File: src/scs_cell.sv
module scs_cell #(
  parameter int W   = 16,
  parameter int BIT = 0,
  parameter int SW  = 69
) (
  input  logic                clk_i,
  input  logic                rst_ni,
  input  logic                en_i,
  input  logic                valid_i,
  input  logic [2*W+3:0]      n_i,
  input  logic [2*W+3:0]      den_i,
  input  logic [W+1:0]        magx_i,
  input  logic [W+1:0]        magy_i,
  input  logic [W+1:0]        qx_i,
  input  logic [2*W+3:0]      rx_i,
  input  logic [W+1:0]        qy_i,
  input  logic [2*W+3:0]      ry_i,
  input  logic [SW-1:0]       side_i,
  output logic                valid_o,
  output logic [2*W+3:0]      n_o,
  output logic [2*W+3:0]      den_o,
  output logic [W+1:0]        magx_o,
  output logic [W+1:0]        magy_o,
  output logic [W+1:0]        qx_o,
  output logic [2*W+3:0]      rx_o,
  output logic [W+1:0]        qy_o,
  output logic [2*W+3:0]      ry_o,
  output logic [SW-1:0]       side_o
);

  localparam int DW = 2 * W + 4;
  localparam int TW = DW + 2;
  localparam int QW = W + 2;

  // one restoring step with a digit of up to two
  function automatic logic [TW+1:0] div_step(input logic [DW-1:0] r, input logic b,
                                             input logic [DW-1:0] n, input logic [DW-1:0] den);
    logic [TW-1:0] t;
    logic [1:0]    k;
    t = {1'b0, r, 1'b0} + (b ? TW'(n) : TW'(0));
    k = 2'd0;
    if (t >= TW'(den)) begin
      t = t - TW'(den);
      k = 2'd1;
    end
    if (t >= TW'(den)) begin
      t = t - TW'(den);
      k = 2'd2;
    end
    return {k, t};
  endfunction

  logic [TW+1:0] stx, sty;
  logic [W+1:0]  qx_d, qy_d;

  always_comb begin
    stx  = div_step(rx_i, magx_i[BIT], n_i, den_i);
    sty  = div_step(ry_i, magy_i[BIT], n_i, den_i);
    qx_d = {qx_i[QW-2:0], 1'b0} + QW'(stx[TW+1:TW]);
    qy_d = {qy_i[QW-2:0], 1'b0} + QW'(sty[TW+1:TW]);
  end

  always_ff @(posedge clk_i or negedge rst_ni) begin
    if (!rst_ni) begin
      valid_o <= 1'b0;
    end else if (en_i) begin
      valid_o <= valid_i;
    end
  end

  always_ff @(posedge clk_i) begin
    if (en_i && valid_i) begin
      n_o    <= n_i;
      den_o  <= den_i;
      magx_o <= magx_i;
      magy_o <= magy_i;
      qx_o   <= qx_d;
      qy_o   <= qy_d;
      rx_o   <= stx[DW-1:0];
      ry_o   <= sty[DW-1:0];
      side_o <= side_i;
    end
  end

endmodule

File: config.mk
export PLATFORM = sky130hd
export DESIGN_NAME = scs_cell
export DESIGN_NICKNAME = d
export VERILOG_FILES = /design/src/scs_cell.sv
export SDC_FILE = /design/constraint.sdc
export NUM_CORES = 1
export LEC_CHECK = 0
export ABC_AREA = 1
export BUFFER_PORTS_ARGS = -buffer_cell sky130_fd_sc_hd__buf_4
export CAP_MARGIN = 20
export CORE_MARGIN = 10
export CORE_UTILIZATION = 50
export CTS_BUF_LIST = sky130_fd_sc_hd__clkbuf_16
export DETAILED_ROUTE_END_ITERATION = 7
export GPL_ROUTABILITY_DRIVEN = 0
export PLACE_DENSITY = 0.78
export SYNTH_ARGS = -nofsm -noshare
export SYNTH_HDL_FRONTEND = slang
export SYNTH_SLANG_ARGS = --single-unit
File: constraint.sdc
create_clock -name clk_i -period 0.8 [get_ports clk_i]
set_input_delay 0.24 -clock clk_i [delete_from_list [all_inputs] [get_ports clk_i]]
set_output_delay 0.24 -clock clk_i [all_outputs]
set_load 0.005 [all_outputs]
==> summary.md, run 1 <==
| Metric | Value |
|---|---|
| Status | `stopped before the end` |
| Halt Stage | `5_1_grt` |
| Stop err | `[ERROR GRT-0232] Routing congestion too high. Check the congestion heatmap in the GUI.` |
| Synthesized Nets | `roughly 3900` |
| GR Overflow Total | `1019` |
| Dpl cell area | `slightly below 40000 µm²` |
| Num rows | `82` |
| Number of synthesized flops with an enable pin | `around 290` |
| DP Wirelength | `between 100 and 150 mm` |
| FFs w/ async S/R, synth | `0.00350` |
| Most common cell in the netlist | `nand2_1` |
| Post-Syn Area | `between 20000 and 30000 µm²` |
| Top post-synthesis cells by area | `edfxtp_1 34%, nand2_1 14%, ha_1 11%` |
| I/O Buffers | `~570` |
| CTS max path bufs | `3` |
| Syn avg cell area | `approximately 7.4 µm²` |
| Cells after synthesis | `around 3400` |
| Die Ht | `244 µm` |
| Num CTS Buffers | `30` |
| Most frequent cells after synthesis | `961 x nand2_1, 439 x inv_1, 333 x nor2_1` |
| Synth Flop Type | `edfxtp_1` |
| Seq/Total Area, Yosys | `0.341` |
| Gr usage total | `0.821` |
| Clk root buf | `clkbuf_16` |
| Die Wd | `244 µm` |
| Synth Register Bits | `286` |
| Starting Density | `0.504` |
| Largest net degree at the start of global routing | `38` |
| Distinct cells, synth | `56` |
| YS warnings | `0` |
| Clk sinks | `286` |
| Area fraction of the dominant cell type after synthesis | `0.340` |
| Synth area leader | `edfxtp_1` |
| H-tree Lvls | `1` |
| Ports | `575` |
[metal layers]
layer  GRT usage  GRT overflow
met1       0.755            26
met2       0.967           648
met3       0.742            25
met4       0.896           319
met5       0.422             1
[through the flow]
stage,setup slack [ns],std cells
3_3_place_gp,-6.22,5728
4_1_cts,-5.21,6051
3_5_place_dp,-6.53,5728
2_1_floorplan,-5.62,3407
[what timing repair did]
| action | CTS |
|---|---|
| hold buffers | 183 |
| buffers inserted | 84 |
| gates cloned | 5 |
| pin swaps | 170 |
| endpoints found under the hold margin | 185 |
| resized for setup | 398 |
| setup endpoints to repair | 394 |
[cell families after synthesis]
kind of cell / share of synthesized area
AND/OR/NAND/NOR: 0.265
AO/OA/AOI/OAI: 0.130
buffers and inverters: 0.0766
flip-flops: 0.341
adder cells (fa/ha/maj): 0.114
XOR/XNOR: 0.0737
==> run 2: changes to the inputs <==
- CORE_UTILIZATION: 50 -> 35
- CTS_BUF_LIST: sky130_fd_sc_hd__clkbuf_16 -> unset
- PLACE_DENSITY: 0.78 -> unset
- PLACE_DENSITY_LB_ADDON: unset -> 0.15
- clock period: 0.8 -> 1 ns (I/O delays scaled with it)
==> summary.md, run 2 <==
| Metric | Value |
|---|---|
| Status | `complete, but fails checks` |
| Failing checks | `negative setup slack` |
| Starting DRT DRC Count | `about 2600` |
| Crit-path slowest cell | `fa_2` |
| Num rows | `roughly 100` |
| First-pass GRT wire length | `about 190 mm` |
| GR Overflow Total | `0` |
| Detailed-route wire length per cell | `20.9 µm` |
| Clk slew on worst S/H paths | `approximately 0.06 ns` |
| Area fraction of the dominant cell type after synthesis | `0.340` |
| Slew Viols, Final | `0` |
| Synth-to-layout area growth | `97.7%` |
| Dpl cell area | `between 40000 and 50000 µm²` |
| Seq/Total Area, Yosys | `0.341` |
| R2R cell count | `2` |
| Crit path time final | `between 6 and 7 ns` |
| Post-Syn Area | `25200 µm²` |
| Number of synthesized flops with an enable pin | `285` |
| Fill cell count | `5552` |
| Clk root buf | `clkbuf_16` |
| Critical path buffer and inverter count | `12` |
| Syn avg cell area | `about 7.4 µm²` |
| Num CTS Buffers | `34` |
| Worst setup SP type | `primary input` |
| Slew headroom | `0.476` |
| Largest net degree at the start of global routing | `38` |
| RR Endpoint | `valid_o$_DFFE_PN0P_` |
| Share of post-route cells with drive strength above 1 | `0.509` |
| Most frequent CP cell | `nand2_2` |
| Final hold vios | `0` |
| Distinct cells, synth | `56` |
| FFs w/ async S/R, synth | `0.00350` |
| Final ANT Viol Nets | `0` |
| Lkg Pwr | `~24 nW` |
| H-tree Lvls | `2` |
| Design area | `49700 µm²` |
| Most frequent cells after synthesis | `961 x nand2_1, 439 x inv_1, 333 x nor2_1` |
| YS warnings | `0` |
| Commonest non-fill, non-tap cell in the layout | `buf_4` |
| Initial antenna violation count | `4` |
| CP startpoint | `n_i[1]` |
| RR Startpoint | `valid_o$_DFFE_PN0P_` |
| Crit share post-route | `6.30` |
| Peak VDD IR | `0.00145 V` |
| Placed Cells | `6030` |
| TritonRoute pass-1 iters | `6` |
| Most common cell in the netlist | `nand2_1` |
| Most frequent cells in the layout | `1701 x buf_4, 723 x nand2_1, 399 x inv_1, 285 x edfxtp_1, 248 x nor2_1` |
| Nets | `approximately 6000` |
| Crit path max-delay family | `simple AND/OR/NAND/NOR gates` |
| Number of global-route vias before repair | `approximately 32000` |
| Worst skew pair latency | `0.55 ns` |
| Cells after synthesis | `3407` |
| Gr usage total | `0.302` |
| Die Wd | `roughly 290 µm` |
| Tot Pwr | `108 mW` |
| Reg with most FFs | `side_o` |
| Via count | `32500` |
| Clk sinks | `286` |
| Synth Register Bits | `between 200 and 300` |
| Min-Delay Path Class | `primary input to flip-flop` |
| Kind of critical path | `primary input to flip-flop` |
| Crit-path max cell delay | `0.35 ns` |
| Setup WS post-layout | `-5.30 ns` |
| Setup violators final | `394` |
| Synthesized Nets | `~3900` |
| Fmax | `roughly 0.16 GHz` |
| Hold Slack | `around 0.040 ns` |
| Synth area leader | `edfxtp_1` |
| DR vias/cell | `5.04` |
| Levels on crit path | `51` |
| Max Cap Viol | `0` |
| Seq. cell area | `approximately 8600 µm²` |
| Crit path capture | `qy_o[17]$_DFFE_PP_` |
| Die footprint | `83000 µm²` |
| CTS max path bufs | `3` |
| DR DRC count | `0` |
| Core ar. | `71400 µm²` |
| Die Ht | `~290 µm` |
| Worst Tran Pin Value | `0.785 ns` |
| Highest fanout seen on the critical path | `8` |
| Ports | `575` |
| Area of the multi-input gates | `between 15000 and 20000 µm²` |
| R2R setup slack | `about 0.27 ns` |
| Largest register FFs | `69` |
| I/O Buffers | `~570` |
| CTS tree | `done` |
| PwrDens | `roughly 2200 nW/µm²` |
| DP Wirelength | `slightly above 100 mm` |
| RSZ-0062 raised after global routing | `true` |
| Worst endpoint data arrival time | `roughly 6.6 ns` |
| Synth Flop Type | `edfxtp_1` |
| Starting Density | `0.353` |
| WP data required | `about 1.3 ns` |
| Top post-synthesis cells by area | `edfxtp_1 34%, nand2_1 14%, ha_1 11%` |
| Type of element capturing the critical path | `flip-flop` |
| Setup Skew | `0 ns` |
| Post-Layout Cell Count | `between 6000 and 7000` |
| Total length of routed wires | `roughly 140 mm` |
run 2: cell counts after synthesis:
Identical to the previous run, type by type.
run 2: routing by layer:
metal | vias up | wire length, µm | track usage
met1 | 15200 | 52500 | 0.363
met5 | - | 45 | 0
li1 | 15500 | - | -
met3 | 348 | 12200 | 0.0706
met4 | 6 | 8170 | 0.146
met2 | 1467 | 62400 | 0.503
run 2: timing repair:
item                                    in CTS  in global routing
hold buffers                               163                  0
endpoints found under the setup margin     394                394
endpoints found under the hold margin      163                  0
pin swaps                                  252                228
setup buffers                              133                 68
gates cloned                                13                  1
gates resized for setup                    634                467
run 2: area by class of cell:
cell class                 count  area share
clock buffer                  37      0.0178
antenna                        4    0.000201
inverter                     443      0.0338
tap                          950      0.0239
multi-input combinational   2635       0.393
clock inverter                25     0.00556
timing repair buffer        2078       0.354
sequential                   286       0.173
run 2: where the power goes:
group | total (mW) | internal [mW] | switching, mW
Combinational | 77.9 | 38.1 | 39.8
Sequential | 17.0 | 16.3 | 0.697
Clock | 13.2 | 7.72 | 5.52
run 2: worst reg2reg max path: stages (launching register included):
cell,delay [ns]
dfrtp_1,0.37
inv_1,0.05
o21ai_0,0.21
run 2: how the worst min path moves through the flow:
stage | from | endpoint | slack [ns] | cells after the start
after floorplan | rst_ni | valid_o$_DFFE_PN0P_ | 0.004 | 0
after global placement | rst_ni | valid_o$_DFFE_PN0P_ | 0.08 | 1
after detailed placement | rst_ni | valid_o$_DFFE_PN0P_ | 0.08 | 1
after CTS | n_i[32] | n_o[32]$_DFFE_PP_ | 0.02 | 2
after global routing | n_i[32] | n_o[32]$_DFFE_PP_ | 0.03 | 2
final | en_i | valid_o$_DFFE_PN0P_ | 0.04 | 2
run 2: cell families after synthesis:
kind of cell               Yosys count  synth area share
AOI/OAI and AO/OA                  578             0.130
xor gates and xnor gates           211            0.0737
adders and majority gates          225             0.114
buffers and inverters              486            0.0766
DFF                                286             0.341
and+or+nand+nor                   1621             0.265
run 2: metrics by stage:
step,utilization,worst slack (ns),TNS (ns)
global route,0.697,-5.63,-667.02
finish,0.697,-5.30,-629.34
detailed placement,0.564,-6.30,-704.24
CTS,0.661,-4.98,-612.40
global placement,0.564,-6.21,-691.09
floorplan,-,-5.48,-1639.98
Power figures use the tool's default switching activity.
